--- src/rtl/stb_pkg.sv ---
// ----------------------------------------------------------------------------
// stb_pkg: shared types and codes for the software timer bank
// Request and response item layouts, command and result codes, the
// sequencer state type and the arithmetic unit's result bundle.
// ----------------------------------------------------------------------------
`default_nettype none

package stb_pkg;

	localparam logic [1:0] CMD_TICK  = 2'd0;
	localparam logic [1:0] CMD_START = 2'd1;
	localparam logic [1:0] CMD_STOP  = 2'd2;

	localparam logic [2:0] K_TIMEOUT       = 3'd0;
	localparam logic [2:0] K_DONE          = 3'd1;
	localparam logic [2:0] K_START_OK      = 3'd2;
	localparam logic [2:0] K_START_ACTIVE  = 3'd3;
	localparam logic [2:0] K_START_PENDING = 3'd4;
	localparam logic [2:0] K_STOP_OK       = 3'd5;
	localparam logic [2:0] K_STOP_REJ      = 3'd6;

	typedef struct packed {
		logic [1:0]  cmd;
		logic [3:0]  timer_id;
		logic [15:0] elapsed_ms;
		logic [30:0] start_remaining;
		logic [30:0] period_ms;
		logic        oneshot;
	} req_item_t;

	typedef struct packed {
		logic [2:0] kind;
		logic [3:0] event_id;
		logic       last;
	} rsp_item_t;

	typedef enum logic [1:0] {
		ST_IDLE,
		ST_SCAN,
		ST_DONE
	} state_t;

	typedef struct packed {
		logic        timeout;
		logic [31:0] remaining;
	} alu_res_t;

endpackage

`default_nettype wire

--- src/rtl/stb_alu.sv ---
// ----------------------------------------------------------------------------
// stb_alu: remaining-time update unit
// Subtracts the elapsed time with saturation at the signed 32-bit lower
// bound and, on expiry, adds the reload interval once.
// ----------------------------------------------------------------------------
`default_nettype none

module stb_alu (
	input  wire logic [31:0]       remaining,
	input  wire logic [15:0]       elapsed,
	input  wire logic [30:0]       period,
	output stb_pkg::alu_res_t      res
);
	import stb_pkg::*;

	logic [32:0] diff;
	logic [31:0] sat;

	always_comb begin
		diff = {remaining[31], remaining} - {17'd0, elapsed};
		// Below -2^31 the sign bit and the bit under it disagree.
		if (diff[32] && !diff[31]) begin
			sat = 32'h8000_0000;
		end else begin
			sat = diff[31:0];
		end
		res.timeout = sat[31];
		if (sat[31]) begin
			res.remaining = sat + {1'b0, period};
		end else begin
			res.remaining = sat;
		end
	end

endmodule

`default_nettype wire

--- src/rtl/software_timer_bank.sv ---
// ----------------------------------------------------------------------------
// software_timer_bank: table of periodic and one-shot timers
// A small sequencer walks the timer table through one shared update unit.
// ----------------------------------------------------------------------------
// Usage
//   Requests arrive on req (valid/stall), results leave on rsp (valid/stall).
//   A start or stop request yields one result, registered in the cycle after
//   the transaction; the block then takes a new request at once.
//   A tick request walks all NUM_TIMERS entries, one per cycle while the
//   receiver takes its timeouts, through the single update unit fed by the
//   registered table read, and then ends in a done state that does the
//   clean-up and sends the tick done result. It emits one timeout per expired
//   entry and then the tick done result marked last.
//   Requests are stalled while a tick is in progress and while a finished
//   result waits on a stalled receiver. A stalled receiver holds the scan
//   on the entry whose timeout cannot yet be delivered.
//   Reset empties the table at once: valid and removal marks live in
//   flip-flops, so there is no clearing pass. Stored times are only used
//   for valid entries.
// ----------------------------------------------------------------------------
`default_nettype none

module software_timer_bank #(
	parameter int NUM_TIMERS = 16
) (
	input  wire logic                clk,
	input  wire logic                arst_n,
	input  wire logic                req_valid,
	output logic                     req_stall,
	input  wire stb_pkg::req_item_t  req,
	output logic                     rsp_valid,
	input  wire logic                rsp_stall,
	output stb_pkg::rsp_item_t       rsp
);
	import stb_pkg::*;

	localparam int IW = (NUM_TIMERS > 1) ? $clog2(NUM_TIMERS) : 1;
	localparam int CW = $clog2(NUM_TIMERS + 1);

	// Timer table storage.
	logic [31:0] rem_mem [NUM_TIMERS];
	logic [30:0] per_mem [NUM_TIMERS];
	logic        os_mem  [NUM_TIMERS];

	logic [NUM_TIMERS-1:0] valid_q;
	logic [NUM_TIMERS-1:0] pending_q;

	state_t state_q, state_d;

	logic [CW-1:0] idx_q;
	logic [15:0]   elapsed_q;
	logic          p_valid_s1;
	logic [IW-1:0] p_idx_s1;
	logic [31:0]   rem_s1;
	logic [30:0]   per_s1;
	logic          os_s1;

	logic      rsp_valid_q;
	rsp_item_t rsp_q;

	alu_res_t alu;

	logic          take, rsp_free;
	logic [IW-1:0] sid, rd_addr, idx_a;
	logic          sid_in_range, idx_in_range;
	logic          sid_valid, sid_pending;
	logic          emit, scan_start, start_wr, stop_set, proc, issue, finish, can_go, need;
	rsp_item_t     emit_item;

	stb_alu u_alu (
		.remaining (rem_s1),
		.elapsed   (elapsed_q),
		.period    (per_s1),
		.res       (alu)
	);

	assign rsp_free  = !rsp_valid_q || !rsp_stall;
	assign req_stall = !(state_q == ST_IDLE && rsp_free);
	assign take      = req_valid && !req_stall;

	assign sid          = IW'(req.timer_id);
	assign sid_in_range = {3'd0, req.timer_id} < NUM_TIMERS;
	assign sid_valid    = valid_q[sid];
	assign sid_pending  = pending_q[sid];

	assign idx_in_range = idx_q < NUM_TIMERS;
	assign idx_a        = idx_in_range ? idx_q[IW-1:0] : '0;

	always_ff @(posedge clk or negedge arst_n) begin
		if (!arst_n) begin
			state_q <= ST_IDLE;
		end else begin
			state_q <= state_d;
		end
	end

	always_comb begin
		state_d    = state_q;
		emit       = 1'b0;
		emit_item  = '0;
		scan_start = 1'b0;
		start_wr   = 1'b0;
		stop_set   = 1'b0;
		proc       = 1'b0;
		issue      = 1'b0;
		finish     = 1'b0;
		need       = p_valid_s1 && alu.timeout;
		can_go     = !need || rsp_free;
		case (state_q)
			ST_IDLE: begin
				if (take) begin
					emit_item.event_id = req.timer_id;
					emit_item.last     = 1'b1;
					case (req.cmd)
						CMD_TICK: begin
							scan_start = 1'b1;
							state_d    = ST_SCAN;
						end
						CMD_START: begin
							emit = 1'b1;
							if (!sid_in_range || (sid_valid && !sid_pending)) begin
								emit_item.kind = K_START_ACTIVE;
							end else if (sid_valid) begin
								emit_item.kind = K_START_PENDING;
							end else begin
								start_wr       = 1'b1;
								emit_item.kind = K_START_OK;
							end
						end
						CMD_STOP: begin
							emit = 1'b1;
							if (sid_in_range && sid_valid && !sid_pending) begin
								stop_set       = 1'b1;
								emit_item.kind = K_STOP_OK;
							end else begin
								emit_item.kind = K_STOP_REJ;
							end
						end
						default: begin
						end
					endcase
				end
			end
			ST_SCAN: begin
				if (can_go) begin
					proc               = p_valid_s1;
					emit               = need;
					emit_item.kind     = K_TIMEOUT;
					emit_item.event_id = 4'(p_idx_s1);
					emit_item.last     = 1'b0;
					issue              = idx_in_range;
					if (!idx_in_range) begin
						state_d = ST_DONE;
					end
				end
			end
			ST_DONE: begin
				if (rsp_free) begin
					emit           = 1'b1;
					emit_item.kind = K_DONE;
					emit_item.last = 1'b1;
					finish         = 1'b1;
					state_d        = ST_IDLE;
				end
			end
			default: begin
				state_d = ST_IDLE;
			end
		endcase
	end

	// While a timeout is held back, the same entry is read again.
	assign rd_addr = can_go ? idx_a : p_idx_s1;

	always_ff @(posedge clk) begin
		rem_s1 <= rem_mem[rd_addr];
		per_s1 <= per_mem[rd_addr];
		os_s1  <= os_mem[rd_addr];
		if (start_wr) begin
			rem_mem[sid] <= {1'b0, req.start_remaining};
			per_mem[sid] <= req.period_ms;
			os_mem[sid]  <= req.oneshot;
		end else if (proc) begin
			rem_mem[p_idx_s1] <= alu.remaining;
		end
	end

	always_ff @(posedge clk or negedge arst_n) begin
		if (!arst_n) begin
			valid_q    <= '0;
			pending_q  <= '0;
			idx_q      <= '0;
			p_valid_s1 <= 1'b0;
			p_idx_s1   <= '0;
		end else begin
			if (scan_start) begin
				idx_q      <= '0;
				p_valid_s1 <= 1'b0;
			end else if (state_q == ST_SCAN && can_go) begin
				p_valid_s1 <= issue && valid_q[idx_a];
				p_idx_s1   <= idx_a;
				if (issue) begin
					idx_q <= idx_q + CW'(1);
				end
			end
			if (start_wr) begin
				valid_q[sid]   <= 1'b1;
				pending_q[sid] <= 1'b0;
			end
			if (stop_set) begin
				pending_q[sid] <= 1'b1;
			end
			if (proc && alu.timeout && os_s1) begin
				pending_q[p_idx_s1] <= 1'b1;
			end
			if (finish) begin
				valid_q   <= valid_q & ~pending_q;
				pending_q <= '0;
			end
		end
	end

	always_ff @(posedge clk) begin
		if (scan_start) begin
			elapsed_q <= req.elapsed_ms;
		end
		if (emit) begin
			rsp_q <= emit_item;
		end
	end

	always_ff @(posedge clk or negedge arst_n) begin
		if (!arst_n) begin
			rsp_valid_q <= 1'b0;
		end else if (emit) begin
			rsp_valid_q <= 1'b1;
		end else if (!rsp_stall) begin
			rsp_valid_q <= 1'b0;
		end
	end

	assign rsp_valid = rsp_valid_q;
	assign rsp       = rsp_q;

	// A tick transaction always starts a scan.
	a_tick_scans: assert property (@(posedge clk) disable iff (!arst_n)
		(take && req.cmd == CMD_TICK) |=> state_q == ST_SCAN)
		else $error("tick did not start a scan");

	// Removal marks only ever sit on valid entries.
	a_pending_valid: assert property (@(posedge clk) disable iff (!arst_n)
		(pending_q & ~valid_q) == '0)
		else $error("removal mark on an empty entry");

	// The end of a tick leaves no removal marks behind.
	a_done_clears: assert property (@(posedge clk) disable iff (!arst_n)
		finish |=> pending_q == '0)
		else $error("removal marks survived the end of a tick");

	// The entry in the update stage is a valid one.
	a_stage_valid: assert property (@(posedge clk) disable iff (!arst_n)
		p_valid_s1 |-> valid_q[p_idx_s1])
		else $error("update stage holds an empty entry");

	// A timeout is never the final result of a tick.
	a_timeout_not_last: assert property (@(posedge clk) disable iff (!arst_n)
		(rsp_valid_q && rsp_q.kind == K_TIMEOUT) |-> !rsp_q.last)
		else $error("timeout result marked last");

endmodule

`default_nettype wire

--- config.mk ---
export PLATFORM = sky130hd
export DESIGN_NAME = software_timer_bank
export DESIGN_NICKNAME = d
export VERILOG_FILES = /design/src/rtl/stb_pkg.sv /design/src/rtl/stb_alu.sv /design/src/rtl/software_timer_bank.sv
export SDC_FILE = /design/constraint.sdc
export NUM_CORES = 2
export LEC_CHECK = 0
export ABC_AREA = 1
export ABC_CLOCK_PERIOD_IN_PS = 4800
export BUFFER_PORTS_ARGS = -buffer_cell sky130_fd_sc_hd__buf_2
export CAP_MARGIN = 20
export CELL_PAD_IN_SITES_DETAIL_PLACEMENT = 0
export CELL_PAD_IN_SITES_GLOBAL_PLACEMENT = 2
export CORE_ASPECT_RATIO = 1.5
export CORE_MARGIN = 2
export CORE_UTILIZATION = 38
export DETAILED_ROUTE_END_ITERATION = 6
export MAX_ROUTING_LAYER = met4
export PLACE_DENSITY_LB_ADDON = 0.1
export SYNTH_ARGS = -nofsm -noshare
export SYNTH_HDL_FRONTEND = slang
export SYNTH_SLANG_ARGS = --single-unit
--- constraint.sdc ---
create_clock -name clk -period 4.8 [get_ports clk]
set_clock_uncertainty 0.05 [all_clocks]
set_input_delay 0.24 -clock clk [delete_from_list [all_inputs] [get_ports clk]]
set_output_delay 0.24 -clock clk [all_outputs]
set_load 0.02 [all_outputs]
== Yosys cells after proc, flatten, opt, wreduce, memory -nomap -nowiden ==
Memory sizes are Yosys's and may differ from the RTL's. A register that Yosys moved wholly into a read port is not among the register bits.
Index checks and enable logic that the tools add are counted.

* Memories kept: 3
* Bits in writable memories: 1024
* Word-level logic and storage cells: 143
* Register bits: 69
* Input bits: 89

* Eq/ne operators: 10
* Reduce and logical (&&, ||, !) cells: 29
* Multiplexer cells: 73
* Add/subtract/negate cells: 3
* Bitwise logic cells: 8
* $lt $le $gt $ge: 6

{| class="wikitable"
|+ Memories
! memory !! depth !! width !! rd ports !! clocked after memory_dff !! write ports !! line !! text
|-
| rem_mem || 16 || 32 || 1 || 1 || 1 || software_timer_bank.sv:41 || <nowiki>logic [31:0] rem_mem [NUM_TIMERS];</nowiki>
|-
| per_mem || 16 || 31 || 1 || 1 || 1 || software_timer_bank.sv:42 || <nowiki>logic [30:0] per_mem [NUM_TIMERS];</nowiki>
|-
| os_mem || 16 || 1 || 1 || 1 || 1 || software_timer_bank.sv:43 || <nowiki>logic os_mem [NUM_TIMERS];</nowiki>
|}

{| class="wikitable"
|+ Operators with widths
! cell !! number
|-
| $mux 16 || 6
|-
| $mux 32 || 3
|-
| $or 16x16->16 || 3
|-
| $mux 1 || 37
|-
| $sub 32x17->33 || 1
|-
| $add 32x31->32 || 1
|-
| $and 16x16->16 || 2
|-
| $not 16->16 || 2
|-
| $reduce_or 32->1 || 1
|-
| $mux 5 || 4
|-
| $lt 4x5->1 const B || 3
|-
| $bmux 1 s4 || 3
|-
| $mux 2 || 6
|-
| $mux 4 || 3
|-
| $logic_and 1x1->1 || 11
|-
| $pmux 3 s3 || 1
|-
| $demux 1 s4 || 2
|-
| $ge 4x1->1 const B || 2
|-
| $mux 8 || 1
|-
| $ne 2x2->1 const B || 4
|-
| $pmux 4 s2 || 1
|-
| $logic_not 1->1 || 6
|-
| $mux 3 || 2
|-
| $pmux 1 s3 || 2
|-
| 14 further kinds || 22
|}

== Depth between registers and ports, before layout ==
* Word-level depth: 14
* Depth in mapped cells: 31
* Depth with buffers taken out: 30

== Modules after synthesis ==
Synthesis repeated with hierarchy kept, for this count alone.

* Cell total of the unflattened synthesis: 4514
* Area, all modules: 50860.0 um^2

{| class="wikitable"
|+ Modules (own cells, without submodules)
! module !! area each (um^2) !! cells an instance !! seq. area each (um^2) !! times used
|-
| software_timer_bank || 46503.4 || 3633 || 33877.5 || 1
|-
| stb_alu || 4356.7 || 881 || 0.0 || 1
|}

== Worst setup path after synthesis ==
OpenSTA, ideal clock, no wires.

* Path type: reg2reg
* From: register rem_s1[0] (read register of rem_mem)
* To: memory rem_mem[0][16] (data pin)
* Setup time: 0.330 ns
* Period minus slack after synthesis: 4.743 ns
* Cell stages (with the launch flop): 28
* Path slack: 0.057 ns
* Arrival: 4.363 ns
* Buffers on the path: 1
* Cells stage by stage: dfxtp_1 -> inv_1 -> ha_1 -> inv_1 -> fa_1 -> nand3_1 -> nand2_1 -> nand2_1 -> nand2_2 -> nand2_1 -> nand3_1 -> nand2_1 -> nand2_1 -> inv_1 -> clkbuf_1 -> nor2_1 -> ha_1 -> fa_1 -> nand3_1 -> nand2_1 -> a21o_1 -> nand2_1 -> nand2_1 -> a31oi_1 -> xor2_1 -> nand2_1 -> o21ai_0 -> o21ai_0

* Word-level cells in the longest chain between the ends: 14
* Elaborated cells on any way between the ends: 16
* Those cells by class: add/sub: 2; mux: 8; reduce/logical: 6

{| class="wikitable"
|+ RTL lines
! what !! line !! text
|-
| from (decl) || software_timer_bank.sv:54 || <nowiki>logic [31:0] rem_s1;</nowiki>
|-
| $sub 32x17->33 (*) || stb_alu.sv:20 || <nowiki>diff = {remaining[31], remaining} - {17'd0, elapsed};</nowiki>
|-
| $logic_not 1->1 || stb_alu.sv:22 || <nowiki>if (diff[32] && !diff[31]) begin</nowiki>
|-
| $logic_and 1x1->1 || stb_alu.sv:22 ||
|-
| $mux 32 (*) || stb_alu.sv:22 ||
|-
| $logic_and 1x1->1 || software_timer_bank.sv:107 || <nowiki>need = p_valid_s1 && alu.timeout;</nowiki>
|-
| $logic_not 1->1 || software_timer_bank.sv:108 || <nowiki>can_go = !need || rsp_free;</nowiki>
|-
| $logic_or 1x1->1 || software_timer_bank.sv:108 ||
|-
| $mux 1 || software_timer_bank.sv:145 || <nowiki>if (can_go) begin</nowiki>
|-
| $mux 1 || software_timer_bank.sv:109 || <nowiki>case (state_q)</nowiki>
|-
| $mux 1 || software_timer_bank.sv:183 || <nowiki>end else if (proc) begin</nowiki>
|-
| $mux 1 || software_timer_bank.sv:179 || <nowiki>if (start_wr) begin</nowiki>
|-
| $mux 1 (not written as such) || software_timer_bank.sv:184 || <nowiki>rem_mem[p_idx_s1] <= alu.remaining;</nowiki>
|-
| $reduce_or 32->1 (no line) || -- ||
|-
| $mux 32 (no line) (*) || -- ||
|-
| to (decl) || software_timer_bank.sv:41 ||
|}

Every way passes the cells marked *; elsewhere a longest branch is shown, timed or not.

== Worst setup path in the final report ==
* From: register rem_s1[14] (read register of rem_mem)
* To: memory rem_mem[2][16] (data pin)

Same word-level chain as after synthesis.

==> flow_summary.yaml <==
sta:
  post-route-min-period_ns: 4.57
  whs_ns: 0.00768
  finalSetupViolCount: 0
  finalHoldViolCount: 0
  tightestPinTransition_ns: 1.11
  min_period_over_period_pct: 95.1
  max_slew_margin_pct: 25.9
  setup_tns_ns: 0
  slew_violations: 0
  fmax_mhz: 219
power_and_ir_drop:
  p_per_area_mw_per_mm2: 660
  leakage_uw: 0.0261
  vdd_ir_drop_max_mv: 0.418
grt:
  grt-ovfl-total: 0
  grt_pass1_vias: 38000
  grt_pass1_wl_um: 266000
  antenna_found_initial: 10
  grt_start_max_net_pins: 105
  grtUsageTotal_pct: 26.3
finish:
  final_util_pct: 44.7
  final_cell_mix: "nand3_1, nand2_1, edfxtp_1"
  seq_area_mm2: 0.0339
  nFillCells: 13600
  multi_input_area_mm2: 0.0150
  drive_gt1_share_pct: 11.4
  mostFrequentLayoutCell: "nand3_1"
  area_growth_pct: 17.0
  nets: 5744
place:
  io_buffer_count: 98
  place_congestion: 0.913
  dp_hpwl_um: 112000
floorplan:
  ioPinCount: 99
  die_y_um: 463
  start_util_pct: 38.2
  num_rows: 168
  core_mm2: 0.140
  die_w_um: 310
  die_area_mm2: 0.143
synthesis:
  synth_fp_nets: 5468
  synthDistinctLibCells: 54
  syn_area_per_cell_um2: 10.0
  synth_seq_cells: 1157
  yosys_warnings: 0
  async_flop_share_pct: 3.89
  syn_inst: 5326
  synth-seq-area-share_pct: 63.5
  synth_edf_count: 1048
  ys.flop_type: "edfxtp_1"
  netlist_area_mm2: 0.0533
cts:
  cts_max_level: 3
  cts_buffer_depth: 3
  tritoncts: "yes"
  clockRootBuffer: "clkbuf_16"
  cts_made_buffers: 117
  clkTransAtPathRegs_ns: 0.07
  clk_latency_ns: 0.79
  cts.sinks: 1157
hold_path:
  hold_path_class: "input port to flop"
worst_setup_path:
  cp.required_ns: 5.26
  crit_slowest_cell: "ha_2"
  path_class: "flop to flop"
  path_common_cell: "nand2_1"
  endpoint_kind: "flop"
  reg2reg_slack_ns: 0.23
  arrival_ns: 5.02
  cp_max_fo: 14
  crit_family: "simple AND/OR/NAND/NOR gates"
  critPathMaxStageDelay_ns: 0.36
  worst-path-buf-inv: 7
  critPathLaunchType: "flop"
route:
  drc: 0
  routedWlPerCell_um: 24.3
  num_vias: 38300
  ant_nets: 0
  drt_iter0_drc: 2620
  wl_um: 184000
  drt_first_pass_iters: 5
  viasPerCell: 5.05
job:
  max_cap_viol_count: 0
status:
  status: "complete, no violations"
[per-layer routing]
metal | GRT usage [%] | wire length [um]
met1 | 31.6 | 75900
met2 | 46.9 | 97400
met3 | 2.66 | 6390
met4 | 7.00 | 4500
met5 | - | 0
[kinds of logic after synthesis]
kind of cell / share of synthesized area (%)
simple gates: 22.1
buf+inv: 9.46
flops: 63.5
xor+xnor: 0.755
fa+ha+maj: 1.27
compound gates: 2.95
[registers in the layout, indices dropped and copies added (netlist names)]
signal      count
idx_q           5
rsp             8
os_s1           1
rem_mem       512
rsp_valid       1
pending_q      16
p_idx_s1        4
per_s1         31
state_q         2
p_valid_s1      1
rem_s1         32
valid_q        16
os_mem         16
per_mem       496
elapsed_q      16
[what timing repair did]
action / CTS / global route
pin swaps: 0 / 12
setup endpoints to repair: 26 / 416
cloned: 0 / 3
resized for setup: 2 / 80
hold buffers: 58 / 0
setup buffers: 0 / 4
endpoints found under the hold margin: 599 / 0
[synthesized netlist by cell type (29+ instances only)]
cell      instances  share of area, %
nor2_1          172               1.2
dfxtp_1          64               2.4
buf_2           152               1.4
edfxtp_1       1048                59
inv_1           975               6.9
clkbuf_1         71              0.50
o21ai_0          93              0.87
ha_1             51               1.2
buf_4            30              0.42
a21oi_1          85              0.80
xor2_1           29              0.48
dfrtp_1          45               2.1
nand2_1        1069               7.5
nand3_1        1060               9.9
nand3b_1        193               2.7
[metrics by stage]
step / power, uW / instances / area, um2 / setup slack [ns]
2_1_floorplan: 23500 / 5326 / 53300 / 0.0572
3_3_place_gp: 32200 / 7286 / 57800 / -0.0777
3_5_place_dp: 32100 / 7286 / 57800 / -0.245
4_1_cts: 41200 / 7560 / 62000 / 0.0491
5_1_grt: 43700 / 7574 / 62400 / -0.00940
6_report: 41200 / 7574 / 62400 / 0.234
[worst register-to-register path, delay by kind of cell (launching register included)]
kind	cells	cell delay, ns
buffers and inverters	7	0.95
XOR/XNOR	1	0.18
AND/OR/NAND/NOR	14	1.49
flip-flops	1	0.33
AO/OA/AOI/OAI	4	0.62
adder cells (fa/ha/maj)	2	0.64
[layout make-up]
class | count | area share, %
sequential | 1157 | 54.3
clock inverter | 45 | 0.611
inverter | 980 | 5.91
clock buffer | 171 | 5.22
tap | 1870 | 3.75
antenna | 5 | 0.0200
multi-input combinational | 2918 | 24.1
timing repair buffer | 428 | 6.16
[power by group]
group	switching [uW]	internal [uW]	total (uW)
Sequential	571	11900	12500
Clock	4000	4960	8960
Combinational	13100	6650	19800
[worst paths after layout]
check,end,start,cells past startpoint
min reg2reg,idx_q[4],idx_q[3],2
max,rem_mem[2][16],rem_s1[14],28
max reg2reg,rem_mem[2][16],rem_s1[14],28
max in group asynchronous,state_q[0],arst_n,3
min in group asynchronous,rsp_valid,arst_n,3
min,rem_mem[5][29],req[61],3
(Power assumes the default switching activity.)
